[src/hrsp_pkg.sv]
// Package for the HTTP request stream parser: phases, codes and limits.
// Used by the phase engine and the top level.
package hrsp_pkg;

  localparam int BODY_LENGTH_BITS = 32;
  localparam int FIELD_W = 13;
  localparam logic [FIELD_W-1:0] FIELD_MAX = 13'd8191;

  typedef enum logic [3:0] {
    PH_METHOD    = 4'd0,
    PH_URI       = 4'd1,
    PH_VERSION   = 4'd2,
    PH_KEY       = 4'd3,
    PH_VALUE     = 4'd4,
    PH_BODY_LEN  = 4'd5,
    PH_CSIZE     = 4'd6,
    PH_CDATA     = 4'd7,
    PH_CDATA_END = 4'd8,
    PH_CLAST     = 4'd9,
    PH_DONE      = 4'd10,
    PH_SINK      = 4'd11
  } phase_t;

  typedef enum logic [3:0] {
    ERR_NONE     = 4'd0,
    ERR_NO_END   = 4'd1,
    ERR_REQ_LINE = 4'd2,
    ERR_METHOD   = 4'd3,
    ERR_URI      = 4'd4,
    ERR_VERSION  = 4'd5,
    ERR_NO_COLON = 4'd6,
    ERR_EMPTY    = 4'd7,
    ERR_TOO_LONG = 4'd8,
    ERR_NO_HOST  = 4'd9,
    ERR_SHORT    = 4'd10,
    ERR_CHUNK    = 4'd11
  } err_t;

  typedef enum logic [2:0] {
    KIND_SKIP = 3'd0, KIND_METHOD = 3'd1, KIND_URI = 3'd2, KIND_VERSION = 3'd3,
    KIND_KEY = 3'd4, KIND_VALUE = 3'd5, KIND_BODY = 3'd6
  } kind_t;

  localparam logic [1:0] METH_NONE = 2'd0;
  localparam logic [1:0] METH_GET  = 2'd1;
  localparam logic [1:0] METH_POST = 2'd2;

  localparam logic [1:0] HN_NONE = 2'd0;
  localparam logic [1:0] HN_HOST = 2'd1;
  localparam logic [1:0] HN_CLEN = 2'd2;
  localparam logic [1:0] HN_TENC = 2'd3;

  localparam logic [1:0] CFG_URI   = 2'd0;
  localparam logic [1:0] CFG_KEY   = 2'd1;
  localparam logic [1:0] CFG_VALUE = 2'd2;

  typedef logic [BODY_LENGTH_BITS-1:0] body_len_t;
  localparam body_len_t BODY_ALL_ONES = '1;

  typedef struct packed {
    logic [7:0]         out_byte;
    logic [2:0]         byte_kind;
    logic               value_blank;
    logic               field_end;
    logic [3:0]         error_code;
    logic [1:0]         method_code;
    logic               message_done;
  } result_t;

  typedef struct packed {
    logic [FIELD_W-1:0] max_uri_length;
    logic [FIELD_W-1:0] max_key_length;
    logic [FIELD_W-1:0] max_value_length;
  } limits_t;

  // Character of a literal at a position; zero beyond its end.
  function automatic logic [7:0] meth_char(input logic [1:0] m, input logic [4:0] i);
    logic [7:0] c;
    c = 8'h00;
    case (m)
      METH_GET:  c = (i == 5'd0) ? "G" : (i == 5'd1) ? "E" : (i == 5'd2) ? "T" : 8'h00;
      METH_POST: c = (i == 5'd0) ? "P" : (i == 5'd1) ? "O" : (i == 5'd2) ? "S" :
                     (i == 5'd3) ? "T" : 8'h00;
      default:   c = 8'h00;
    endcase
    return c;
  endfunction

  function automatic logic [4:0] meth_len(input logic [1:0] m);
    logic [4:0] l;
    case (m)
      METH_GET:  l = 5'd3;
      METH_POST: l = 5'd4;
      default:   l = 5'd0;
    endcase
    return l;
  endfunction

  function automatic logic [7:0] name_char(input logic [1:0] c, input logic [4:0] i);
    logic [7:0] r;
    r = 8'h00;
    case (c)
      HN_HOST: case (i)
        5'd0: r = "h"; 5'd1: r = "o"; 5'd2: r = "s"; 5'd3: r = "t";
        default: r = 8'h00;
      endcase
      HN_CLEN: case (i)
        5'd0: r = "c"; 5'd1: r = "o"; 5'd2: r = "n"; 5'd3: r = "t"; 5'd4: r = "e";
        5'd5: r = "n"; 5'd6: r = "t"; 5'd7: r = "-"; 5'd8: r = "l"; 5'd9: r = "e";
        5'd10: r = "n"; 5'd11: r = "g"; 5'd12: r = "t"; 5'd13: r = "h";
        default: r = 8'h00;
      endcase
      HN_TENC: case (i)
        5'd0: r = "t"; 5'd1: r = "r"; 5'd2: r = "a"; 5'd3: r = "n"; 5'd4: r = "s";
        5'd5: r = "f"; 5'd6: r = "e"; 5'd7: r = "r"; 5'd8: r = "-"; 5'd9: r = "e";
        5'd10: r = "n"; 5'd11: r = "c"; 5'd12: r = "o"; 5'd13: r = "d";
        5'd14: r = "i"; 5'd15: r = "n"; 5'd16: r = "g";
        default: r = 8'h00;
      endcase
      default: r = 8'h00;
    endcase
    return r;
  endfunction

  function automatic logic [4:0] name_len(input logic [1:0] c);
    logic [4:0] l;
    case (c)
      HN_HOST: l = 5'd4;
      HN_CLEN: l = 5'd14;
      HN_TENC: l = 5'd17;
      default: l = 5'd0;
    endcase
    return l;
  endfunction

  function automatic logic [7:0] version_char(input logic [4:0] i);
    logic [7:0] c;
    case (i)
      5'd0: c = "H"; 5'd1: c = "T"; 5'd2: c = "T"; 5'd3: c = "P"; 5'd4: c = "/";
      default: c = 8'h00;
    endcase
    return c;
  endfunction

  function automatic logic [7:0] chunked_char(input logic [4:0] i);
    logic [7:0] c;
    case (i)
      5'd0: c = "c"; 5'd1: c = "h"; 5'd2: c = "u"; 5'd3: c = "n"; 5'd4: c = "k";
      5'd5: c = "e"; 5'd6: c = "d";
      default: c = 8'h00;
    endcase
    return c;
  endfunction

  function automatic logic uri_allowed(input logic [7:0] b);
    logic ok;
    ok = (b >= "A" && b <= "Z") || (b >= "a" && b <= "z") || (b >= "0" && b <= "9");
    case (b)
      "-", ".", "_", "~", ":", "/", "?", "#", "[", "]", "@", "!", "$", "&", "'",
      "(", ")", "*", "+", ",", ";", "=": ok = 1'b1;
      default: ;
    endcase
    return ok;
  endfunction

endpackage

[src/hrsp_in_if.sv]
// Input channel interface: one request byte and its end-of-message mark.
// Depends on nothing else.
interface hrsp_in_if;
  logic       valid;
  logic       ready;
  logic [7:0] data_byte;
  logic       last_byte;
  modport source (output valid, data_byte, last_byte, input ready);
  modport sink (input valid, data_byte, last_byte, output ready);
endinterface

[src/hrsp_out_if.sv]
// Output channel interface: one labelled byte per request byte.
// Depends on nothing else.
interface hrsp_out_if;
  logic       valid;
  logic       ready;
  logic [7:0] out_byte;
  logic [2:0] byte_kind;
  logic       value_blank;
  logic       field_end;
  logic [3:0] error_code;
  logic [1:0] method_code;
  logic       message_done;
  modport source (output valid, out_byte, byte_kind, value_blank, field_end, error_code,
                  method_code, message_done, input ready);
  modport sink (input valid, out_byte, byte_kind, value_blank, field_end, error_code,
                method_code, message_done, output ready);
endinterface

[src/hrsp_engine.sv]
// Parse state and per-byte labelling logic; one byte per enabled cycle.
// Depends on hrsp_pkg.
module hrsp_engine (
  input  logic              clk,
  input  logic              rst,
  input  logic              step,
  input  logic [7:0]        b,
  input  logic              last,
  input  hrsp_pkg::limits_t lim,
  output hrsp_pkg::result_t res
);
  import hrsp_pkg::*;

  phase_t             phase, phase_next;
  logic               crlf, crlf_next;
  logic [FIELD_W-1:0] flen, flen_next;
  logic [FIELD_W-1:0] vlen, vlen_next;
  logic [4:0]         lidx, lidx_next;
  logic [1:0]         hclass, hclass_next;
  logic [1:0]         meth, meth_next;
  logic               host, host_next;
  logic               chunked, chunked_next;
  logic               lenk, lenk_next;
  body_len_t          rem, rem_next;
  logic               hexs, hexs_next;
  logic [3:0]         err, err_next;

  logic [7:0]  ob;
  logic [2:0]  kind;
  logic        blank, fend, is_blank;
  logic [1:0]  m;
  logic [4:0]  lidx_bump;
  logic [3:0]  hexd;
  logic        hexok;
  logic [BODY_LENGTH_BITS+3:0] dec_prod, hex_prod;
  logic [FIELD_W:0] pos1;

  always_comb begin
    lidx_bump = (lidx < 5'd31) ? lidx + 5'd1 : lidx;
    is_blank = (b == " ") || (b == 8'h09);
    pos1 = {1'b0, flen} + 14'd1;
    hexok = 1'b1;
    hexd = 4'd0;
    if (b >= "0" && b <= "9") hexd = 4'(b - "0");
    else if (b >= "a" && b <= "f") hexd = 4'(b - "a" + 8'd10);
    else if (b >= "A" && b <= "F") hexd = 4'(b - "A" + 8'd10);
    else hexok = 1'b0;
    // the high bits flag overflow of the shifted value
    dec_prod = {4'd0, rem} * (BODY_LENGTH_BITS+4)'(10) +
               {{(BODY_LENGTH_BITS){1'b0}}, 4'(b - "0")};
    hex_prod = {rem, 4'd0} + {{(BODY_LENGTH_BITS){1'b0}}, hexd};
  end

  always_comb begin
    phase_next = phase; crlf_next = crlf; flen_next = flen; vlen_next = vlen;
    lidx_next = lidx; hclass_next = hclass; meth_next = meth; host_next = host;
    chunked_next = chunked; lenk_next = lenk; rem_next = rem; hexs_next = hexs;
    err_next = err;
    ob = b; kind = KIND_SKIP; blank = 1'b0; fend = 1'b0; m = meth;

    if (phase != PH_SINK && crlf) begin
      crlf_next = 1'b0;
      if (b != 8'h0A) begin
        if (err == ERR_NONE)
          err_next = (phase == PH_VERSION) ? ERR_REQ_LINE :
                     (phase == PH_KEY || phase == PH_VALUE) ? ERR_NO_COLON : ERR_CHUNK;
        phase_next = PH_SINK;
      end else begin
        flen_next = '0; vlen_next = '0; lidx_next = '0; hclass_next = HN_NONE;
        hexs_next = 1'b0;
        case (phase)
          PH_VERSION, PH_VALUE: phase_next = PH_KEY;
          PH_KEY: begin
            if (!host) begin
              if (err == ERR_NONE) err_next = ERR_NO_HOST;
              phase_next = PH_SINK;
              flen_next = flen; vlen_next = vlen; lidx_next = lidx;
              hclass_next = hclass; hexs_next = hexs;
            end else if (lenk)
              phase_next = (rem == '0) ? PH_DONE : PH_BODY_LEN;
            else if (chunked) begin
              rem_next = '0;
              phase_next = PH_CSIZE;
            end else phase_next = PH_DONE;
          end
          PH_CSIZE: phase_next = (rem == '0) ? PH_CLAST : PH_CDATA;
          PH_CDATA_END: begin
            rem_next = '0;
            phase_next = PH_CSIZE;
          end
          default: phase_next = PH_DONE;
        endcase
      end
    end else begin
      case (phase)
        PH_METHOD: begin
          if (b == 8'h0D) begin
            err_next = (err == ERR_NONE) ? ERR_REQ_LINE : err;
            meth_next = METH_NONE; phase_next = PH_SINK;
          end else if (b == " ") begin
            if (meth == METH_NONE || meth == 2'd3 || lidx != meth_len(meth)) begin
              err_next = (err == ERR_NONE) ? ERR_METHOD : err;
              meth_next = METH_NONE; phase_next = PH_SINK;
            end else begin
              fend = 1'b1;
              phase_next = PH_URI; flen_next = '0; vlen_next = '0; lidx_next = '0;
              hclass_next = HN_NONE; hexs_next = 1'b0;
            end
          end else begin
            m = (meth == 2'd3) ? METH_NONE : meth;
            if (lidx == 5'd0)
              m = (b == "G") ? METH_GET : (b == "P") ? METH_POST : METH_NONE;
            else if (m != METH_NONE && (lidx >= meth_len(m) || meth_char(m, lidx) != b))
              m = METH_NONE;
            meth_next = m;
            lidx_next = lidx_bump;
            kind = KIND_METHOD;
          end
        end
        PH_URI: begin
          if (b == 8'h0D) begin
            err_next = (err == ERR_NONE) ? ERR_REQ_LINE : err; phase_next = PH_SINK;
          end else if (b == " ") begin
            if (flen == '0) begin
              err_next = (err == ERR_NONE) ? ERR_URI : err; phase_next = PH_SINK;
            end else begin
              fend = 1'b1;
              phase_next = PH_VERSION; flen_next = '0; vlen_next = '0; lidx_next = '0;
              hclass_next = HN_NONE; hexs_next = 1'b0;
            end
          end else if (flen >= lim.max_uri_length || !uri_allowed(b)) begin
            err_next = (err == ERR_NONE) ? ERR_URI : err; phase_next = PH_SINK;
          end else begin
            flen_next = flen + 13'd1;
            kind = KIND_URI;
          end
        end
        PH_VERSION: begin
          if (b == " ") begin
            err_next = (err == ERR_NONE) ? ERR_REQ_LINE : err; phase_next = PH_SINK;
          end else if (b == 8'h0D) begin
            if (lidx < 5'd5) begin
              err_next = (err == ERR_NONE) ? ERR_VERSION : err; phase_next = PH_SINK;
            end else begin
              fend = 1'b1; crlf_next = 1'b1;
            end
          end else if (lidx < 5'd5 && b != version_char(lidx)) begin
            err_next = (err == ERR_NONE) ? ERR_VERSION : err; phase_next = PH_SINK;
          end else begin
            lidx_next = lidx_bump;
            kind = KIND_VERSION;
          end
        end
        PH_KEY: begin
          if (b == 8'h0D) begin
            if (flen == '0) crlf_next = 1'b1;
            else begin
              err_next = (err == ERR_NONE) ? ERR_NO_COLON : err; phase_next = PH_SINK;
            end
          end else if (b == ":") begin
            if (flen == '0) begin
              err_next = (err == ERR_NONE) ? ERR_EMPTY : err; phase_next = PH_SINK;
            end else begin
              m = (lidx != name_len(hclass)) ? HN_NONE : hclass;
              fend = 1'b1;
              phase_next = PH_VALUE; flen_next = '0; vlen_next = '0; lidx_next = '0;
              hexs_next = 1'b0; hclass_next = m;
              if (m == HN_CLEN) rem_next = '0;
            end
          end else if (flen >= lim.max_key_length) begin
            err_next = (err == ERR_NONE) ? ERR_TOO_LONG : err; phase_next = PH_SINK;
          end else begin
            if (b >= "A" && b <= "Z") ob = b + 8'd32;
            m = hclass;
            if (lidx == 5'd0)
              m = (ob == "h") ? HN_HOST : (ob == "c") ? HN_CLEN : (ob == "t") ? HN_TENC : HN_NONE;
            else if (m != HN_NONE && (lidx >= name_len(m) || name_char(m, lidx) != ob))
              m = HN_NONE;
            hclass_next = m;
            flen_next = flen + 13'd1;
            lidx_next = lidx_bump;
            kind = KIND_KEY;
          end
        end
        PH_VALUE: begin
          if (b == 8'h0D) begin
            if (vlen == '0) begin
              err_next = (err == ERR_NONE) ? ERR_EMPTY : err; phase_next = PH_SINK;
            end else if (hclass == HN_CLEN && !hexs) begin
              err_next = (err == ERR_NONE) ? ERR_SHORT : err; phase_next = PH_SINK;
            end else begin
              if (hclass == HN_HOST) host_next = 1'b1;
              if (hclass == HN_CLEN) lenk_next = 1'b1;
              if (hclass == HN_TENC) chunked_next = (lidx == 5'd7);
              crlf_next = 1'b1;
              fend = 1'b1;
            end
          end else if (is_blank) begin
            blank = 1'b1; kind = KIND_VALUE;
            if (vlen != '0) begin
              if (flen < FIELD_MAX) flen_next = flen + 13'd1;
              if (hclass == HN_CLEN && hexs) lidx_next = 5'd2;
            end
          end else if (pos1 > {1'b0, lim.max_value_length}) begin
            err_next = (err == ERR_NONE) ? ERR_TOO_LONG : err; phase_next = PH_SINK;
          end else begin
            kind = KIND_VALUE;
            flen_next = pos1[FIELD_W-1:0];
            vlen_next = pos1[FIELD_W-1:0];
            if (hclass == HN_CLEN) begin
              if (b >= "0" && b <= "9" && lidx == 5'd0) begin
                rem_next = (dec_prod[BODY_LENGTH_BITS+3:BODY_LENGTH_BITS] != 4'd0) ?
                           BODY_ALL_ONES : dec_prod[BODY_LENGTH_BITS-1:0];
                hexs_next = 1'b1;
              end else lidx_next = 5'd2;
            end else if (hclass == HN_TENC) begin
              if (lidx < 5'd7 && flen == {8'd0, lidx} && b == chunked_char(lidx))
                lidx_next = lidx + 5'd1;
              else lidx_next = 5'd31;
            end
          end
        end
        PH_BODY_LEN, PH_CDATA: begin
          kind = KIND_BODY;
          rem_next = rem - 1'b1;
          if (rem_next == '0) phase_next = (phase == PH_CDATA) ? PH_CDATA_END : PH_DONE;
        end
        PH_CSIZE: begin
          if (b == 8'h0D) begin
            if (!hexs) begin
              err_next = (err == ERR_NONE) ? ERR_CHUNK : err; phase_next = PH_SINK;
            end else crlf_next = 1'b1;
          end else if (is_blank) begin
            if (hexs) lidx_next = 5'd2;
          end else if (hexok && lidx == 5'd0) begin
            rem_next = (hex_prod[BODY_LENGTH_BITS+3:BODY_LENGTH_BITS] != 4'd0) ?
                       BODY_ALL_ONES : hex_prod[BODY_LENGTH_BITS-1:0];
            hexs_next = 1'b1;
          end else lidx_next = 5'd2;
        end
        PH_CDATA_END, PH_CLAST: begin
          if (b == 8'h0D) crlf_next = 1'b1;
          else begin
            err_next = (err == ERR_NONE) ? ERR_CHUNK : err; phase_next = PH_SINK;
          end
        end
        default: ;
      endcase
    end

    if (last) begin
      case (phase_next)
        PH_METHOD, PH_URI, PH_VERSION, PH_KEY, PH_VALUE: begin
          if (err_next == ERR_NONE) err_next = ERR_NO_END;
          if (phase_next == PH_METHOD) meth_next = METH_NONE;
          phase_next = PH_SINK;
        end
        PH_BODY_LEN: begin
          if (err_next == ERR_NONE) err_next = ERR_SHORT;
          phase_next = PH_SINK;
        end
        PH_CSIZE, PH_CDATA, PH_CDATA_END, PH_CLAST: begin
          if (err_next == ERR_NONE) err_next = ERR_CHUNK;
          phase_next = PH_SINK;
        end
        default: ;
      endcase
    end
    if (phase_next == PH_SINK) begin
      crlf_next = 1'b0;
      kind = KIND_SKIP; blank = 1'b0; fend = 1'b0; ob = b;
    end

    res.out_byte = ob;
    res.byte_kind = kind;
    res.value_blank = blank;
    res.field_end = fend;
    res.error_code = err_next;
    res.method_code = (phase_next != PH_METHOD) ? meth_next : METH_NONE;
    res.message_done = last;
  end

  always_ff @(posedge clk) begin
    if (rst || (step && last)) begin
      phase <= PH_METHOD; crlf <= 1'b0; flen <= '0; vlen <= '0; lidx <= '0;
      hclass <= HN_NONE; meth <= METH_NONE; host <= 1'b0; chunked <= 1'b0;
      lenk <= 1'b0; rem <= '0; hexs <= 1'b0; err <= ERR_NONE;
    end else if (step) begin
      phase <= phase_next; crlf <= crlf_next; flen <= flen_next; vlen <= vlen_next;
      lidx <= lidx_next; hclass <= hclass_next; meth <= meth_next; host <= host_next;
      chunked <= chunked_next; lenk <= lenk_next; rem <= rem_next; hexs <= hexs_next;
      err <= err_next;
    end
  end

endmodule

[src/http_request_stream_parser_core.sv]
// HTTP request stream parser: labels each request byte, checks framing.
// An accepted byte's result is in the output register in the cycle after it is taken.
// Throughput: one byte per cycle; ready stays high unless the output register
// holds a result that is not taken. Reset (rst, synchronous) clears parse state
// and loads the limit registers with 2048, 256 and 4096.
module http_request_stream_parser_core (
  input  logic        clk,
  input  logic        rst,
  input  logic        cfg_we,
  input  logic [1:0]  cfg_index,
  input  logic [12:0] cfg_data,
  hrsp_in_if.sink     in_ch,
  hrsp_out_if.source  out_ch
);
  import hrsp_pkg::*;

  limits_t lim;
  result_t res, held;
  logic    take, full;

  assign take = in_ch.valid && in_ch.ready;
  assign in_ch.ready = !full || out_ch.ready;

  always_ff @(posedge clk) begin
    if (rst) begin
      lim.max_uri_length   <= 13'd2048;
      lim.max_key_length   <= 13'd256;
      lim.max_value_length <= 13'd4096;
    end else if (cfg_we) begin
      case (cfg_index)
        CFG_URI:   lim.max_uri_length   <= cfg_data;
        CFG_KEY:   lim.max_key_length   <= cfg_data;
        CFG_VALUE: lim.max_value_length <= cfg_data;
        default: ;
      endcase
    end
  end

  hrsp_engine u_engine (
    .clk  (clk),
    .rst  (rst),
    .step (take),
    .b    (in_ch.data_byte),
    .last (in_ch.last_byte),
    .lim  (lim),
    .res  (res)
  );

  // hold the result until it is taken downstream
  always_ff @(posedge clk) begin
    if (rst) full <= 1'b0;
    else if (take) full <= 1'b1;
    else if (out_ch.ready) full <= 1'b0;
  end

  always_ff @(posedge clk) begin
    if (take) held <= res;
  end

  assign out_ch.valid        = full;
  assign out_ch.out_byte     = held.out_byte;
  assign out_ch.byte_kind    = held.byte_kind;
  assign out_ch.value_blank  = held.value_blank;
  assign out_ch.field_end    = held.field_end;
  assign out_ch.error_code   = held.error_code;
  assign out_ch.method_code  = held.method_code;
  assign out_ch.message_done = held.message_done;

  a_ready: assert property (@(posedge clk) disable iff (rst) !full |-> in_ch.ready)
    else $error("ready low with empty output register");
  a_fill: assert property (@(posedge clk) disable iff (rst) take |=> out_ch.valid)
    else $error("accepted request produced no result");
  a_hold: assert property (@(posedge clk) disable iff (rst)
    (out_ch.valid && !out_ch.ready) |=> $stable(held))
    else $error("stalled result changed");
  a_skip: assert property (@(posedge clk) disable iff (rst)
    (out_ch.valid && out_ch.error_code != ERR_NONE && out_ch.message_done) |->
    (out_ch.byte_kind == KIND_SKIP))
    else $error("labelled byte after an error at end of message");

endmodule
[src/flat_wrapper.sv]
// flat-port wrapper written by rule: the top's interface ports become plain ports
module http_request_stream_parser_core_flat import hrsp_pkg::*;
  (clk, rst, cfg_we, cfg_index, cfg_data, in_ch_valid, in_ch_data_byte, in_ch_last_byte, in_ch_ready, out_ch_valid, out_ch_out_byte, out_ch_byte_kind, out_ch_value_blank, out_ch_field_end, out_ch_error_code, out_ch_method_code, out_ch_message_done, out_ch_ready);
  hrsp_in_if in_ch_i ();
  hrsp_out_if out_ch_i ();
  input  logic clk;
  input  logic rst;
  input  logic cfg_we;
  input  logic [1:0] cfg_index;
  input  logic [12:0] cfg_data;
  input wire logic [$bits(in_ch_i.valid)-1:0] in_ch_valid;
  input wire logic [$bits(in_ch_i.data_byte)-1:0] in_ch_data_byte;
  input wire logic [$bits(in_ch_i.last_byte)-1:0] in_ch_last_byte;
  output wire logic [$bits(in_ch_i.ready)-1:0] in_ch_ready;
  output wire logic [$bits(out_ch_i.valid)-1:0] out_ch_valid;
  output wire logic [$bits(out_ch_i.out_byte)-1:0] out_ch_out_byte;
  output wire logic [$bits(out_ch_i.byte_kind)-1:0] out_ch_byte_kind;
  output wire logic [$bits(out_ch_i.value_blank)-1:0] out_ch_value_blank;
  output wire logic [$bits(out_ch_i.field_end)-1:0] out_ch_field_end;
  output wire logic [$bits(out_ch_i.error_code)-1:0] out_ch_error_code;
  output wire logic [$bits(out_ch_i.method_code)-1:0] out_ch_method_code;
  output wire logic [$bits(out_ch_i.message_done)-1:0] out_ch_message_done;
  input wire logic [$bits(out_ch_i.ready)-1:0] out_ch_ready;
  assign in_ch_i.valid = in_ch_valid;
  assign in_ch_i.data_byte = in_ch_data_byte;
  assign in_ch_i.last_byte = in_ch_last_byte;
  assign in_ch_ready = in_ch_i.ready;
  assign out_ch_valid = out_ch_i.valid;
  assign out_ch_out_byte = out_ch_i.out_byte;
  assign out_ch_byte_kind = out_ch_i.byte_kind;
  assign out_ch_value_blank = out_ch_i.value_blank;
  assign out_ch_field_end = out_ch_i.field_end;
  assign out_ch_error_code = out_ch_i.error_code;
  assign out_ch_method_code = out_ch_i.method_code;
  assign out_ch_message_done = out_ch_i.message_done;
  assign out_ch_i.ready = out_ch_ready;
  http_request_stream_parser_core u_core (.clk(clk), .rst(rst), .cfg_we(cfg_we), .cfg_index(cfg_index), .cfg_data(cfg_data), .in_ch(in_ch_i), .out_ch(out_ch_i));
endmodule
[config.mk]
export PLATFORM = sky130hd
export DESIGN_NAME = http_request_stream_parser_core_flat
export DESIGN_NICKNAME = d
export VERILOG_FILES = /design/src/hrsp_pkg.sv /design/src/hrsp_in_if.sv /design/src/hrsp_out_if.sv /design/src/hrsp_engine.sv /design/src/http_request_stream_parser_core.sv /design/src/flat_wrapper.sv
export SDC_FILE = /design/constraint.sdc
export NUM_CORES = 1
export LEC_CHECK = 0
export ABC_AREA = 1
export BUFFER_PORTS_ARGS = -buffer_cell sky130_fd_sc_hd__buf_2
export CORE_ASPECT_RATIO = 2
export CORE_MARGIN = 2
export CORE_UTILIZATION = 35
export CTS_CLUSTER_DIAMETER = 120
export DETAILED_ROUTE_END_ITERATION = 12
export PLACE_DENSITY_LB_ADDON = 0.25
export SETUP_SLACK_MARGIN = 0.2
export SYNTH_ARGS = -nofsm -noshare
export SYNTH_HDL_FRONTEND = slang
export SYNTH_SLANG_ARGS = --single-unit
[constraint.sdc]
create_clock -name clk -period 5.22 [get_ports clk]
set_clock_uncertainty 0.1 [all_clocks]
set_input_delay 0.522 -clock clk [delete_from_list [all_inputs] [get_ports clk]]
set_output_delay 0.522 -clock clk [all_outputs]
set_load 0.005 [all_outputs]
# Word level (Yosys, flattened, before mapping)

Memory sizes are Yosys's and may differ from the RTL's. A register that Yosys moved wholly into a read port is not among the register bits.
Index checks and enable logic that the tools add are counted.

Add/subtract/negate cells: 12
Multipliers: 1
Magnitude comparators: 17
Equal/unequal tests: 126
Muxes and demuxes: 350
Bitwise logic cells: 4
Reductions and logical operators: 78

Operators by type and width:

| operator                                                                         | number |
|---|---|
| 32-bit 2-to-1 mux                                                                | 19 |
| 13-bit 2-to-1 mux                                                                | 27 |
| 4-bit 2-to-1 mux                                                                 | 84 |
| 8-bit 2-to-1 mux                                                                 | 35 |
| 5-bit 2-to-1 mux                                                                 | 52 |
| 8-bit by 6-bit equality test with 1-bit output, second input constant            | 18 |
| 32-bit one-hot mux with 4 select lines                                           | 1 |
| 13-bit one-hot mux with 4 select lines                                           | 2 |
| 8-bit by 7-bit equality test with 1-bit output, second input constant            | 10 |
| 2-bit 2-to-1 mux                                                                 | 40 |
| 36-bit by 4-bit adder with 36-bit output                                         | 2 |
| 32-bit zero test                                                                 | 2 |
| 32-bit one-hot mux with 2 select lines                                           | 1 |
| 1-bit 2-to-1 mux                                                                 | 60 |
| 3-bit != test, second input constant                                             | 20 |
| 7-bit one-hot mux with 7 select lines                                            | 1 |
| 4-bit != test, second input constant                                             | 11 |
| 19-bit AND reduction                                                             | 2 |
| 32-bit by 3-bit multiplier with 35-bit output, second input constant             | 1 |
| 7-bit 2-to-1 mux                                                                 | 5 |
| 4-bit by 3-bit equality test with 1-bit output, second input constant            | 8 |
| 8-bit by 7-bit less-or-equal comparator with 1-bit output, second input constant | 4 |
| 4-bit one-hot mux with 8 select lines                                            | 1 |
| 32-bit by 1-bit subtractor with 32-bit output, second input constant             | 1 |
| 76 further kinds                                                                 | 181 |

Register bits after elaboration: 140
ROM bits: 336
Input port bits: 29
Output and inout port bits: 22
Logic and storage cells: 614
Memories kept: 2

Memory list:

| memory          | words | width | rd ports | clocked after Yosys merged registers in | wr ports | RTL line        | source |
|---|---|---|---|---|---|---|---|
| (no name shown) | 32    | 7     | 1        | 1                                       | 0        | hrsp_pkg.sv:113 | `HN_TENC: case (i)` |
| (no name shown) | 16    | 7     | 1        | 1                                       | 0        | hrsp_pkg.sv:107 | `HN_CLEN: case (i)` |

# Logic depth before layout (Yosys ltp)

Gate-level depths: netlist of run 1.

Depth in word-level cells: 23
Mapped depth: 35
Gate-level depth less buffers: 35

# Modules after synthesis

From an unflattened synthesis of run 1, not the netlist that was laid out.

Cells, all modules: 2893
Area total of the unflattened synthesis: 17058.9 um^2

Modules (own cells, without submodules):

| module                          | times used | cells each | area each (um^2) | sequential area each (um^2) |
|---|---|---|---|---|
| hrsp_engine                     | 1          | 2619       | 14711.6          | 1881.8 |
| http_request_stream_parser_core | 1          | 274        | 2347.3           | 1401.3 |

# Least setup slack after synthesis of run 1

Ideal clock, no wire load.

Path kind: reg2reg
Start: reg u_core.u_engine.flen[0]
End: reg (tool-made name)
Setup time: 0.058 ns
Arrival time: 4.247 ns
Required time: 5.062 ns
Slack: 0.815 ns
Cell stages (with the launch flop): 28
Buffers on the path: 0
Clock period less this slack: 4.405 ns
Path through: dfxtp_1 ha_1 nand3_1 nor2_1 nand4_1 nor3_1 nand3_1 xor2_1 inv_1 ha_1 nand2_1 nor3_1 nand4_1 nand2_1 nand2_1 nand3_1 nand4_1 nor3_4 nand3_1 nand2_1 inv_1 nor2_1 inv_1 ha_1 or2_1 nand3_1 nand3_1 nand2_1

RTL lines:

| element                | RTL line           | source |
|---|---|---|
| from (decl)            | hrsp_engine.sv:16  | `logic [FIELD_W-1:0] flen, flen_next;` |
| from (signal assigned) | hrsp_engine.sv:289 | `phase <= phase_next; crlf <= crlf_next; flen <= flen_next; vlen <= vlen_next;` |

# Worst setup path in the final report of run 1

Start: reg u_core.u_engine.rem[3]
End: reg u_core.u_engine.rem[26]

Longest elaborated chain between the ends: 11
Elaborated cells between the ends (all ways): 18
Those cells by class: add/sub: 3; mul: 1; mux: 12; reduce/logical: 2

RTL lines:

| element                                       | RTL line           | source |
|---|---|---|
| from (decl)                                   | hrsp_engine.sv:24  | `body_len_t rem, rem_next;` |
| from (signal assigned)                        | hrsp_engine.sv:291 | `chunked <= chunked_next; lenk <= lenk_next; rem <= rem_next; hexs <= hexs_next;` |
| 32-bit by 3-bit multiplier with 35-bit output | hrsp_engine.sv:49  | `dec_prod = {4'd0, rem} * (BODY_LENGTH_BITS+4)'(10) +` |
| 36-bit by 4-bit adder with 36-bit output      | hrsp_engine.sv:49  |  |
| 4-bit nonzero test                            | hrsp_engine.sv:212 | `rem_next = (dec_prod[BODY_LENGTH_BITS+3:BODY_LENGTH_BITS] != 4'd0) ?` |
| 32-bit 2-to-1 mux                             | hrsp_engine.sv:212 |  |
| 32-bit 2-to-1 mux                             | hrsp_engine.sv:211 | `if (b >= "0" && b <= "9" && lidx == 5'd0) begin` |
| 32-bit 2-to-1 mux                             | hrsp_engine.sv:210 | `if (hclass == HN_CLEN) begin` |
| 32-bit 2-to-1 mux                             | hrsp_engine.sv:204 | `end else if (pos1 > {1'b0, lim.max_value_length}) begin` |
| 32-bit 2-to-1 mux                             | hrsp_engine.sv:198 | `end else if (is_blank) begin` |
| 32-bit 2-to-1 mux                             | hrsp_engine.sv:186 | `if (b == 8'h0D) begin` |
| 32-bit one-hot mux with 4 select lines *      | hrsp_engine.sv:95  | `case (phase)` |
| 32-bit 2-to-1 mux *                           | hrsp_engine.sv:61  | `if (phase != PH_SINK && crlf) begin` |

Every way passes the cells marked *; elsewhere a longest branch is shown, timed or not. The select of a mux whose other input is x is not followed.
A chain may end at the register's enable or synchronous reset.

==> summary by stage, run 1 <==
Setup path
The buffers plus inverters on the worst setup path is 6. STA classifies the critical path startpoint as a flip-flop. STA classifies the critical path endpoint as a flip-flop. The critical path launch point is u_core.u_engine.rem[3].

The cell that appears most often on the critical path is sky130_fd_sc_hd__nand2_1. The longest individual stage delay on the worst path is 0.43 ns. The family of cells with the greatest summed delay on the critical path is simple AND/OR/NAND/NOR gates. The type of the worst setup path is flip-flop to flip-flop. In this run the critical register-to-register path is launched from u_core.u_engine.rem[3]. At the worst endpoint, the arrival time is 4.95 ns.

The data required time at the worst endpoint is 5.45 ns. For flop-to-flop paths, the worst setup slack is 0.50 ns. The endpoint of the lowest-slack register-to-register path is u_core.u_engine.rem[26]. The master of the slowest instance on the critical path is sky130_fd_sc_hd__dfxtp_1. For the worst flop-to-flop path, the logic depth is 28. In this run the worst path has a maximum fanout of 9.

GRT
The maximum number of pins on one net before global-route repair is 48. After global routing the overflow that remains totals 0. In the global route stage, overall resource usage came out at 0.2851. The number of antenna violations at the first check in global routing is 2.

The wire length of the first global-routing pass is 101900 um. The number of global-route vias before repair is 18100.

Min path
The worst hold path cell count is 2. The worst hold path terminates at u_core.out_ch.valid. The class of the tightest hold or removal check is input pin to flip-flop. The worst hold path begins at rst.

Final layout
Summing all multi-input logic gate instances after layout gives 11020 um^2. With fillers left out, the area of the finished cells amounts to 17660 um^2. The ratio of cells with drive above 1 in the final layout is 0.09639. Compared with the post-synthesis result, the final layout area differs by 11.38%. The fill cell total of the finished layout is 4938. The storage element area is 3289 um^2.

After the last flow step, the layout net total stands at 2763.

Floorplan
The count of boundary I/O pins is 51. The die is 305 um tall. The number of placement rows is 110. The die covers 47120 um^2.

The width of the die is 154.5 um. The effective utilization at floorplan is 0.3534. The total core area is 44870 um^2.

Placed design
Once placement finished, the instance area stood at 16920 um^2. The port buffer count is 50. The HPWL after detailed placement is 54880 um. Routability-driven placement finished with a final weighted congestion of 1.047.

Power and ir drop
Across the VDD grid, the largest voltage drop is 0.0002499 V. The power per unit of standard cell area is 220.8 nW/um^2. The analysis attributes to cell leakage a power of 8.331 nW.

Route
After detailed routing, the number of remaining DRC violations is 0. After the first detailed-routing iteration, the DRC count stood at 1094. The count of nets left with antenna violations once routing finished came out at 0. For this block, the via count after detailed routing is 17860. In the routed layout, each cell is associated on average with a via count of 5.642. The pre-antenna-repair detailed-routing pass consisted of 6 iterations. In the final routed layout, each cell accounts on average for 21.27 um. The aggregate routed wire length is 67330 um.

Synth
The netlist uses 68 different library cells. The sequential element share of the synthesized area is 0.2071. The instance count of the mapped netlist is 2535.

After synthesis the netlist holds a flip-flop and latch count of 154. The mean cell area of the mapped netlist is 6.255 um^2. Counting flops with an async set or reset pin after synthesis yields a share of 0. The count of yosys warnings during synthesis is 0. When the netlist entered floorplanning its net count stood at 2707.

The synthesized design contains 20 enable-type register cells. For this run, the leading register cell type out of synthesis is sky130_fd_sc_hd__dfxtp_1. The cell area that synthesis handed to floorplanning was 15860 um^2.

Clock network
Clock tree synthesis inserted a total of 17 buffers. At the later pin of the worst-skew pair, clock insertion delay measures 0.47 ns. The library cell used as clock root buffer is sky130_fd_sc_hd__clkbuf_16. Clock-pin slew was measured on the worst setup and hold paths at 0.07 ns. The level count of the clock H-tree is 4. The sink count of the clock tree is 154. The CTS tree is built. The number of buffers between clock root and the deepest sink is 2.

STA
The total setup violations reported at the end of the flow is 0. In the finished design, the share of the clock period the worst path needs comes to 0.9044. The number of max-slew violations in the final report was 0. The total count of hold-check failures in the final report is 0.

The actual slew at the worst max-slew pin is 1.065 ns. The final period demand of the worst path is 4.721 ns. The upper clock frequency limit is 0.2118 GHz. In this run the tightest slew margin relative to its limit is 0.2827. Setup repair after global routing left no endpoint under its margin. The final total negative setup slack is 0 ns.

Status
The run finished with clean final reports.

Flow run
Across the run, the number of max-cap violations was 0.
-- per-layer routing --
metal	vias up	track usage	wire length, um
met5	-	0	0
met4	0	0.2767	7710
met3	335	0.03626	2094
met2	651	0.5671	37380
met1	8301	0.2276	20140
li1	8574	-	-
-- worst max-delay path by stage --
stage               cells past startpoint  slack (ns)                       to
global route                           32        0.16                flip-flop
finish                                 28        0.50  u_core.u_engine.rem[26]
CTS                                    27        0.20                flip-flop
floorplan                              27        0.81                flip-flop
detailed placement                     27        0.12                flip-flop
global placement                       30        0.18                flip-flop
-- sequential cells by signal, indices dropped and copies added (netlist names), named ones only --
signal                      count
u_core.u_engine.flen           13
u_core.u_engine.host            1
u_core.out_ch.value_blank       1
u_core.u_engine.lidx            5
u_core.u_engine.lenk            1
u_core.out_ch.out_byte          8
u_core.out_ch.field_end         1
u_core.u_engine.rem            32
u_core.u_engine.meth            2
u_core.out_ch.valid             1
u_core.u_engine.phase           4
u_core.out_ch.byte_kind         3
u_core.u_engine.hexs            1
u_core.u_engine.chunked         1
u_core.u_engine.crlf            1
u_core.out_ch.message_done      1
u_core.out_ch.error_code        4
u_core.out_ch.method_code       2
u_core.lim                     39
u_core.u_engine.hclass          2
u_core.u_engine.err             4
u_core.u_engine.vlen           13
-- where the power goes --
part           leakage [nW]  internal, mW  switching, mW
Sequential             1.29          1.29         0.0566
Clock                 0.293         0.684          0.614
Combinational          6.75         0.366          0.888
Total                  8.33          2.34           1.56
-- final cells by class --
type                       count  area share
antenna                        2   0.0002834
clock buffer                  17     0.02409
clock inverter                15    0.009848
inverter                     356     0.07567
multi-input combinational   1955      0.6241
sequential                   154      0.1863
tap                          560     0.03968
timing repair buffer         107     0.04003
-- synth_stat cells (3+ instances only) --
library cell                instances  area, um^2
sky130_fd_sc_hd__a311oi_1           3       26.28
sky130_fd_sc_hd__edfxtp_1          20       600.6
sky130_fd_sc_hd__xor2_1            83       727.0
sky130_fd_sc_hd__a211oi_1          17       127.6
sky130_fd_sc_hd__buf_4              6       45.04
sky130_fd_sc_hd__o21ai_2            5       43.79
sky130_fd_sc_hd__o31ai_1            9       67.56
sky130_fd_sc_hd__nor2_2            24       150.1
sky130_fd_sc_hd__nand3_1          179       895.9
sky130_fd_sc_hd__o22ai_1           12       75.07
sky130_fd_sc_hd__a21o_1             4       30.03
sky130_fd_sc_hd__o211ai_1          21       157.7
sky130_fd_sc_hd__o21ai_1           12       60.06
sky130_fd_sc_hd__buf_2             15       75.07
sky130_fd_sc_hd__a31oi_1           20       125.1
sky130_fd_sc_hd__o21ai_0          146       730.7
sky130_fd_sc_hd__buf_6              4       45.04
sky130_fd_sc_hd__buf_1              4       15.01
sky130_fd_sc_hd__nor2_4             9       101.4
sky130_fd_sc_hd__a21oi_1          202        1011
sky130_fd_sc_hd__inv_1            333        1250
sky130_fd_sc_hd__nor2_1           295        1107
sky130_fd_sc_hd__inv_2             21       78.83
sky130_fd_sc_hd__nor3_1            54       270.3
sky130_fd_sc_hd__nand2_2           12       75.07
sky130_fd_sc_hd__nand3b_1           4       30.03
sky130_fd_sc_hd__ha_1             141        1764
sky130_fd_sc_hd__xnor2_1           18       157.7
sky130_fd_sc_hd__nand2_1          541        2031
sky130_fd_sc_hd__a22oi_1           12       90.09
sky130_fd_sc_hd__o21a_1             4       30.03
sky130_fd_sc_hd__nor4_1            18       112.6
sky130_fd_sc_hd__dfxtp_1          134        2683
sky130_fd_sc_hd__o2111ai_1          6       52.55
sky130_fd_sc_hd__and2_1             5       31.28
sky130_fd_sc_hd__clkbuf_1          41       153.9
sky130_fd_sc_hd__nand4_1           48       300.3
sky130_fd_sc_hd__a221oi_1           3       26.28
sky130_fd_sc_hd__nor3_2             5       50.05
sky130_fd_sc_hd__nor3_4             3       48.80
-- worst reg2reg max path: cells and delay by family (launching register included) --
family / cells / cell delay [ns]
simple gates: 15 / 1.80
fa+ha+maj: 3 / 0.91
compound gates: 2 / 0.21
flops: 1 / 0.43
buf+inv: 6 / 0.64
xor+xnor: 2 / 0.50
-- layout by cell type (no fill, tap or decap), types with 20 or more instances in the layout --
cell and count:
sky130_fd_sc_hd__dfxtp_1 131, sky130_fd_sc_hd__o211ai_1 21, sky130_fd_sc_hd__nand2_1 539, sky130_fd_sc_hd__nor2_2 27
sky130_fd_sc_hd__inv_2 23, sky130_fd_sc_hd__buf_4 54, sky130_fd_sc_hd__o21ai_0 146, sky130_fd_sc_hd__nor3_1 52
sky130_fd_sc_hd__nor2_1 289, sky130_fd_sc_hd__nand3_1 177, sky130_fd_sc_hd__inv_1 331, sky130_fd_sc_hd__xor2_1 81
sky130_fd_sc_hd__buf_2 50, sky130_fd_sc_hd__ha_1 140, sky130_fd_sc_hd__nand4_1 48, sky130_fd_sc_hd__edfxtp_1 20
sky130_fd_sc_hd__a21oi_1 202, sky130_fd_sc_hd__a31oi_1 20
-- through the flow --
stage	hold WS [ns]	power [mW]	instances	utilization	worst slack [ns]
after floorplan	0.3331	2.136	2535	-	0.8147
after global placement	0.3465	2.566	3129	0.3771	0.1772
after detailed placement	0.3499	2.575	3129	0.3771	0.1178
after CTS	0.08677	3.881	3161	0.3905	0.2024
after global routing	0.1157	4.089	3166	0.3936	0.1603
final	0.1103	3.899	3166	0.3936	0.4990
-- kinds of logic (layout without fill, tap and decap cells) --
kind of cell / count (synthesis) / in the layout / synth area share
adders and majority gates: 143 / 143 / 0.1138
DFF: 154 / 154 / 0.2071
other: 0 / 2 / 0
AOI/OAI and AO/OA: 501 / 501 / 0.1826
xor gates and xnor gates: 102 / 102 / 0.05682
and+or+nand+nor: 1209 / 1209 / 0.3344
buffers and inverters: 426 / 495 / 0.1054
-- what timing repair did --
action                     in CTS  in global routing
hold endpoints to repair        0                  0
hold buffers                    0                  0
setup endpoints to repair       3                 58
pin swaps                       0                  5
resized for setup               1                 25
setup buffers                   0                  3
(Power assumes the default switching activity.)
==> run 2, diff against run 1 <==
- SYNTH_HIERARCHICAL: not set -> 1
==> run 2 against run 1 <==
Die area grew 7.4%. Combinational power grew 18%. Sequential power is essentially flat. Synthesized cell count grew 14%. Largest cell class unchanged. Sequential share of layout area shrank 1.1 points. Register-to-register slack lost 0.27 ns. First-iteration DRC count grew 1.4%. Highest routed layer unchanged. Wire length grew 21%. Hold slack gained 0.051 ns. Final area grew 6.2%. Core utilization shrank 0.45 points. Global-route usage grew 3.3 points.
==> summary by stage, run 2 <==
GRT
The number of global-route vias before repair is 20350 (+12%). The global-route congestion overflow total was 0 (unchanged). The wire length of the first global-routing pass was 119800 um (+18%). The maximum number of pins on one net before global-route repair is 73 (+52%). The overall routing resource usage is 0.3180 (+0.03282). The number of antenna violations at the first check in global routing was 0 (-2).

Floorplan
The floorplan die area was 50630 um^2 (+7.4%). The count of boundary I/O pins is 51 (unchanged). The total core area is 48210 um^2 (+7.5%). The width of the die is 160.1 um (+3.6%). The effective utilization at floorplan came to 0.3538 (+0.0004616).

The vertical extent of the die is 316.2 um (+3.7%). The number of placement rows was 114 (+3.6%).

STA
The number of max-slew violations in the final report is 0 (unchanged). Setup repair after global routing left no endpoint under its margin. The final total negative setup slack is 0 ns (unchanged). The post-route fraction of the period consumed by the critical path is 0.9558 (+0.05142). The actual slew at the worst max-slew pin is 1.054 ns (-0.01087 ns). The total count of hold-check failures in the final report is 0 (unchanged). The max-slew headroom at the worst pin is 0.2975 (+0.01475). The total setup violations reported at the end of the flow came to 0 (unchanged). The smallest hold slack is 0.1612 ns (+0.05095 ns). The final period demand of the worst path is 4.989 ns (+0.2684 ns).

The upper clock frequency limit is 0.2004 GHz (-5.4%).

Synth
The net count of the mapped netlist is 3065 (+13%). The number of enable flip-flop cells after synthesis is 20 (unchanged). The simple logic cell fraction of the synthesized area came to 0.3993 (+0.06494).

The multiplexer fraction of the synthesized cell area came to 0 (unchanged). sky130_fd_sc_hd__nand2_1 takes more of the synthesized area than any other cell. The synthesized-area fraction occupied by adder cells is 0.1058 (-0.008029).

The complex-gate fraction of the synthesized area is 0.1458 (-0.03680). The sequential element share of the synthesized area is 0.1925 (-0.01461). The number of distinct standard cells referenced by the synthesized netlist is 63 (-7.4%).

The number of synthesized register bits is 154 (unchanged). The count of yosys warnings during synthesis is 6 (+6). The mean cell area of the mapped netlist is 5.897 um^2 (-5.7%). By area, the combinational part of the netlist is dominated by simple AND/OR/NAND/NOR gates. The xor/xnor share of the synthesized area is 0.03535 (-0.02147).

The async set-reset flop share out of synthesis is 0 (unchanged). By count the netlist is led by sky130_fd_sc_hd__nand2_1 (758), sky130_fd_sc_hd__inv_1 (401), sky130_fd_sc_hd__nor2_1 (392). Yosys attributes the largest share of cell area to sky130_fd_sc_hd__nand2_1 (17%), sky130_fd_sc_hd__dfxtp_1 (16%), sky130_fd_sc_hd__ha_1 (10%). In the synthesized netlist the dominant register cell turns out to be sky130_fd_sc_hd__dfxtp_1. The area of the mapped netlist is 17060 um^2 (+7.6%).

The instance count of the mapped netlist came to 2893 (+14%). The most frequent cell after synthesis is sky130_fd_sc_hd__nand2_1. The share of the synthesized area in the top cell type is 0.1668 (-0.002403).

Min path
The worst hold path cell count was 2 (unchanged). The worst hold path terminates at u_core/out_ch.valid. In this run the most critical hold path is launched from rst. The min-delay analysis places its worst path in the category input pin to flip-flop.

Final layout
The final-stage net count is 3104 (+12%). The ratio of cells with drive above 1 in the final layout is 0.08387 (-0.01252). The count of antenna diodes in the layout is 0 (-2). The area added between synthesis and finish is 9.953%. The top cell types in the final layout, fill and taps aside, are sky130_fd_sc_hd__nand2_1 (758), sky130_fd_sc_hd__inv_1 (400), sky130_fd_sc_hd__nor2_1 (387).

Ranked by flip-flop count, first place goes to u_core/lim. The largest registers in the layout are u_core/lim x39, u_core/u_engine/rem x32. The fill cell total of the finished layout is 5504 (+11%). The most frequent standard cell in the layout excluding fill and tap cells is sky130_fd_sc_hd__nand2_1. The count of placed standard cells in the final layout, fillers left out came to 3583 (+13%). The number of flip-flops in the largest register came to 39 (unchanged). The final design instance area without fill is 18760 um^2 (+6.2%).

Setup path
The reg-to-reg setup timing slack is 0.23 ns (-0.27 ns). The arrival time at the worst endpoint was 5.28 ns (+0.33 ns). The most numerous cell type found on the critical path is sky130_fd_sc_hd__nand2_1. The critical path goes through ha_1 > ha_1 > nand2_1 > inv_1 > nand2_1 > nor2_1 > nand4_1 > nand3_1 > xnor2_1 > inv_1 > nand3_1 > nor2_1 > nand4_1 > xor2_2 > inv_1 > nand3_1 > nand2_1 > nand2_1 > nand2_1 > a21oi_1. The sort of element at the start of the critical path is a flip-flop.

The endpoint of the lowest-slack register-to-register path is u_core/u_engine/rem[27]. The maximum fanout encountered on the critical timing path came to 8 (-1). The worst setup path is captured at a flip-flop. The slowest stage of the critical path belongs to the cell sky130_fd_sc_hd__dfxtp_1. The type of the worst setup path is flip-flop to flip-flop.

The data required time at the worst endpoint is 5.51 ns (+0.06 ns). In this run the critical register-to-register path is launched from u_core/u_engine/rem[11]. The longest individual stage delay on the worst path is 0.59 ns (+0.16 ns). The number of cells on the worst reg-to-reg path came to 20 (-29%).

Clock network
The number of setup buffers added after CTS came to 0 (unchanged). The number of buffers inserted by hold repair at cts is 0 (unchanged). The level count of the clock H-tree is 4 (unchanged).

Clock tree synthesis selected as its root buffer the cell sky130_fd_sc_hd__clkbuf_16. The clock-pin transition on the worst setup and hold timing paths is 0.07 ns (about the same). The number of buffers between clock root and the deepest sink is 2 (unchanged). The number of buffers inserted during clock tree synthesis is 17 (unchanged).

The sink count of the clock tree is 154 (unchanged). The clock latency on the worst-skew pair is 0.49 ns (+0.02 ns). TritonCTS built the clock tree.

Placed design
The final RePlAce weighted congestion was 1.080 (+3.1%). The placed cell count is 3550 (+13%). The cell area reported after detailed placement came to 18090 um^2 (+6.9%). The port buffer count was 50 (unchanged). The detailed-placement wirelength estimate is 66060 um (+20%).

Route
The aggregate routed wire length was 81350 um (+21%). The routed via count is 19780 (+11%). The number of vias per cell after detailed routing is 5.520 (-2.1%). The first-iteration detailed-routing DRC count is 1109 (+1.4%). The number of iterations in the first detailed-routing pass is 8 (+2). The DRC violation count after routing is 0 (unchanged).

The post-detailed-route wirelength per cell came to 22.70 um (+6.8%). The count of antenna-violating nets left after detailed routing is 0 (unchanged).

Status
The flow ran to the end, and the final reports show no timing, DRC or antenna violations.

Power and ir drop
The total power after layout came to 4.228 mW (+8.5%). The power per unit of standard cell area is 225.4 nW/um^2 (+2.1%). The total leakage power came to 9.473 nW (+14%). The maximum resistive drop on vdd was 0.0002590 V (+3.6%).

Flow run
The number of max-capacitance violations reported was 0 (unchanged).
run 2: cells by family (layout without fill, tap and decap cells):
group                      after synthesis  count (layout)
and+or+nand+nor                       1586            1587
AOI/OAI and AO/OA                      431             431
DFF                                    154             154
xor gates and xnor gates                68              68
adders and majority gates              143             143
buffers and inverters                  511             562
run 2: final cells by class:
type | count | area, um^2 | area share
repair buffers | 104 | 680.7 | 0.03629
multi-input cells | 2229 | 11770 | 0.6276
well taps | 638 | 798.3 | 0.04256
clock inverters | 14 | 166.4 | 0.008872
flip-flops and latches | 154 | 3289 | 0.1754
clock buffers | 18 | 450.4 | 0.02401
inverters | 426 | 1599 | 0.08525
run 2: metrics by stage:
| stage | setup WS, ns | utilization |
|---|---|---|
| 2_1_floorplan | 1.265 | - |
| 3_3_place_gp | 0.1142 | 0.3752 |
| 3_5_place_dp | 0.04797 | 0.3752 |
| 4_1_cts | 0.2308 | 0.3881 |
| 5_1_grt | 0.2334 | 0.3891 |
| 6_report | 0.2306 | 0.3891 |
run 2: worst max-delay path by stage:
stage,slack [ns],to,startpoint,cells after the start
finish,0.23,u_core/u_engine/rem[27],u_core/u_engine/rem[11],20
global route,0.23,flip-flop,u_core/u_engine/flen[0],30
CTS,0.23,u_core/out_ch.field_end,u_core/u_engine/flen[1],26
detailed placement,0.05,u_core/out_ch.byte_kind[1],u_core/u_engine/flen[0],26
global placement,0.11,u_core/out_ch.byte_kind[1],u_core/u_engine/flen[0],26
floorplan,1.26,flip-flop,u_core/u_engine/flen[0],29
run 2: what timing repair did:
item,4_1_cts,5_1_grt
pin swaps,0,1
endpoints found under the setup margin,14,26
cloned,0,1
resized for setup,2,12
run 2: per-layer routing:
metal / vias up / track usage / wire [um]
met2: 774 / 0.6380 / 44430
met5: - / 0 / 0
li1: 9504 / - / -
met3: 397 / 0.05755 / 3485
met1: 9104 / 0.2314 / 22890
met4: 0 / 0.3489 / 10540
run 2: power by group:
group / switching (mW) / total, mW / internal (mW)
Combinational: 1.05 / 1.48 / 0.425
Sequential: 0.0802 / 1.38 / 1.30
Clock: 0.654 / 1.37 / 0.714
run 2: critical path, delay by kind of cell, from the launching register on:
kind            cells  cell delay, ns
simple gates       12            2.53
flops               1            0.59
compound gates      1            0.13
fa+ha+maj           2            0.66
buf+inv             3            0.33
xor+xnor            2            0.57
==> run 3, diff against run 2 <==
- CELL_PAD_IN_SITES_DETAIL_PLACEMENT: not set -> 0
- CELL_PAD_IN_SITES_GLOBAL_PLACEMENT: not set -> 1
==> run 3 against run 2 <==
Maximum frequency grew 3.7%. Wire length grew 0.15%. Combinational power about the same. Critical path type unchanged. Largest cell class unchanged. Highest routed layer unchanged.
==> summary by stage, run 3 (same netlist as run 2, synthesis figures left out) <==
Status
The flow ran to the end, and the final reports show no timing, DRC or antenna violations.

Setup path
The data required time at the worst endpoint is 5.51 ns (about the same). The maximum fanout encountered on the critical timing path was 7 (-1). The type of the worst setup path is flip-flop to flip-flop. STA classifies the critical path startpoint as a flip-flop. The endpoint kind of the worst setup timing path is a flip-flop. The arrival time at the worst endpoint is 5.11 ns (-0.17 ns).

Power and ir drop
The fraction of power spent switching nets was 0.4220 (about the same). The total leakage power is 9.462 nW (-0.12%). The power per unit of standard cell area came to 223.4 nW/um^2 (-0.90%). The maximum resistive drop on vdd came to 0.0002548 V (-1.6%).

The total net switching power is 1.765 mW (-1.1%). The part of the total power dissipated in sequential elements is 0.331 (+0.004). The design internal power came to 2.417 mW (-1.1%). The combinational share of power is 0.346 (-0.003). The clock network power share is 0.323 (about the same).

Final layout
Leaving out fill and tap cells, the most frequent cell in the layout is sky130_fd_sc_hd__nand2_1. In the final layout, the registers with the most flip-flops are u_core/lim x39, u_core/u_engine/rem x32. The utilization of the core after routing is 0.3883 (-0.0007520).

The count of placed standard cells in the final layout, fillers left out is 3581 (-0.056%). In the layout the commonest cells are sky130_fd_sc_hd__nand2_1 (758), sky130_fd_sc_hd__inv_1 (401), sky130_fd_sc_hd__nor2_1 (387). The number of flip-flops in the largest register is 39 (unchanged). The final-stage net count is 3102 (-0.064%). From synthesis to final layout, the design area changed by 9.741%. The fill cell total of the finished layout is 5579 (+1.4%). The count of antenna diodes in the layout came to 0 (unchanged).

u_core/lim holds more flip-flops than any other register. The ratio of cells with drive above 1 in the final layout is 0.08121 (-0.002661).

STA
The actual slew at the worst max-slew pin is 1.031 ns (-0.02232 ns). Setup repair after global routing could not meet its margin everywhere. The upper clock frequency limit is 0.2078 GHz (+3.7%). The total setup violations reported at the end of the flow was 0 (unchanged). The final period demand of the worst path was 4.813 ns (-0.1768 ns). The max-slew headroom at the worst pin is 0.3071 (+0.009585).

The total count of hold-check failures in the final report is 0 (unchanged). The number of max-slew violations in the final report came to 0 (unchanged). The post-route fraction of the period consumed by the critical path was 0.9220 (-0.03388). The smallest hold slack was 0.1689 ns (+0.007700 ns).

The final total negative setup slack was 0 ns (unchanged).

Floorplan
The count of boundary I/O pins was 51 (unchanged). The width of the die came to 160.1 um (unchanged). The number of placement rows was 114 (unchanged).

The total core area is 48210 um^2 (unchanged). The effective utilization at floorplan is 0.3538 (unchanged). The floorplan die area was 50630 um^2 (unchanged). The vertical extent of the die is 316.2 um (unchanged).

Clock network
Clock tree synthesis selected as its root buffer the cell sky130_fd_sc_hd__clkbuf_16. The clock-pin transition on the worst setup and hold timing paths is 0.07 ns (about the same). The level count of the clock H-tree came to 4 (unchanged). The number of buffers between clock root and the deepest sink is 2 (unchanged). The number of buffers inserted during clock tree synthesis is 17 (unchanged).

The clock latency on the worst-skew pair is 0.47 ns (-0.02 ns). The CTS tree is built. The sink count of the clock tree was 154 (unchanged). The number of setup buffers added after CTS came to 0 (unchanged).

Route
The post-detailed-route wirelength per cell is 22.75 um (+0.21%). The count of antenna-violating nets left after detailed routing is 0 (unchanged). The number of vias per cell after detailed routing is 5.491 (-0.53%). The DRC violation count after routing is 0 (unchanged).

The aggregate routed wire length is 81480 um (+0.15%). The number of iterations in the first detailed-routing pass is 7 (-1). The first-iteration detailed-routing DRC count is 1048 (-5.5%). The routed via count was 19660 (-0.58%).

Placed design
The detailed-placement wirelength estimate is 66700 um (+0.97%). The port buffer count is 50 (unchanged). The final RePlAce weighted congestion is 1.033 (-4.4%).

The placed cell count came to 3549 (-0.028%).

GRT
The number of antenna violations at the first check in global routing is 0 (unchanged). The maximum number of pins on one net before global-route repair was 70 (-4.1%). The wire length of the first global-routing pass was 120400 um (+0.52%). The global-route congestion overflow total is 0 (unchanged). The number of global-route vias before repair is 20170 (-0.86%). The overall routing resource usage was 0.3204 (+0.002456).

Min path
The class of the tightest hold or removal check is input pin to flip-flop.

Flow run
The number of max-capacitance violations reported is 0 (unchanged).
run 3: area by class of cell:
type                       instances  area [um^2]  share of cell area
multi-input combinational       2228        11750              0.6277
inverter                         426         1599             0.08542
tap                              638        798.3             0.04264
sequential                       154         3283              0.1754
clock buffer                      17        425.4             0.02272
timing repair buffer             103        673.1             0.03596
clock inverter                    15        191.4             0.01023
run 3: power by group through the flow:
stage | Combinational, mW | Sequential (mW) | Clock [mW]
after floorplan | 0.920 | 1.38 | 0
after global placement | 1.42 | 1.41 | 0
after detailed placement | 1.42 | 1.41 | 0
after CTS | 1.42 | 1.38 | 1.39
after global routing | 1.57 | 1.40 | 1.43
final | 1.45 | 1.39 | 1.35
run 3: critical path: stages, from the launching register on:
cell and delay, ns:
sky130_fd_sc_hd__dfxtp_1 0.59, sky130_fd_sc_hd__ha_1 0.33, sky130_fd_sc_hd__ha_1 0.39, sky130_fd_sc_hd__nand2_1 0.13
sky130_fd_sc_hd__inv_1 0.07, sky130_fd_sc_hd__nand2_1 0.12, sky130_fd_sc_hd__nor2_1 0.35, sky130_fd_sc_hd__nand4_1 0.26
sky130_fd_sc_hd__nand3_1 0.26, sky130_fd_sc_hd__xnor2_1 0.14, sky130_fd_sc_hd__inv_1 0.12, sky130_fd_sc_hd__nand2_1 0.11
sky130_fd_sc_hd__inv_1 0.11, sky130_fd_sc_hd__nand2_1 0.21, sky130_fd_sc_hd__nor2_2 0.29, sky130_fd_sc_hd__nand4_1 0.23
sky130_fd_sc_hd__xor2_1 0.39, sky130_fd_sc_hd__inv_1 0.10, sky130_fd_sc_hd__nand3_1 0.10, sky130_fd_sc_hd__nand2_1 0.09
sky130_fd_sc_hd__nand2_1 0.09, sky130_fd_sc_hd__nand2_1 0.05, sky130_fd_sc_hd__a21oi_1 0.12
run 3: repair_timing:
action / in CTS / in global routing
endpoints found under the setup margin: 0 / 40
gates resized for setup: 0 / 7
hold buffers: 0 / 0
run 3: path summary, 6_finish.rpt:
| check | startpoint | to | slack [ns] | depth (start not counted) |
|---|---|---|---|---|
| setup reg to reg | u_core/u_engine/rem[18] | u_core/u_engine/rem[27] | 0.41 | 22 |
| hold / removal | rst | u_core/out_ch.valid | 0.17 | 2 |
| setup / recovery | u_core/u_engine/rem[18] | u_core/u_engine/rem[27] | 0.41 | 22 |
| hold reg to reg | u_core/lim[37] | u_core/lim[37] | 0.37 | 2 |
run 3: metal layers:
metal	GRT usage	vias to the layer above	share of wire
li1	-	9527	-
met5	0	-	0
met4	0.3471	0	0.13
met3	0.04356	352	0.035
met1	0.2423	9136	0.28
met2	0.6449	649	0.55
run 3: through the flow:
step           cell area [um^2]  power [mW]  setup slack [ns]
3_5_place_dp              18080       2.829            0.3507
3_3_place_gp              18080       2.832            0.3691
2_1_floorplan             17060       2.300             1.265
4_1_cts                   18700       4.194            0.3109
5_1_grt                   18720       4.394            0.1499
6_report                  18720       4.182            0.4074
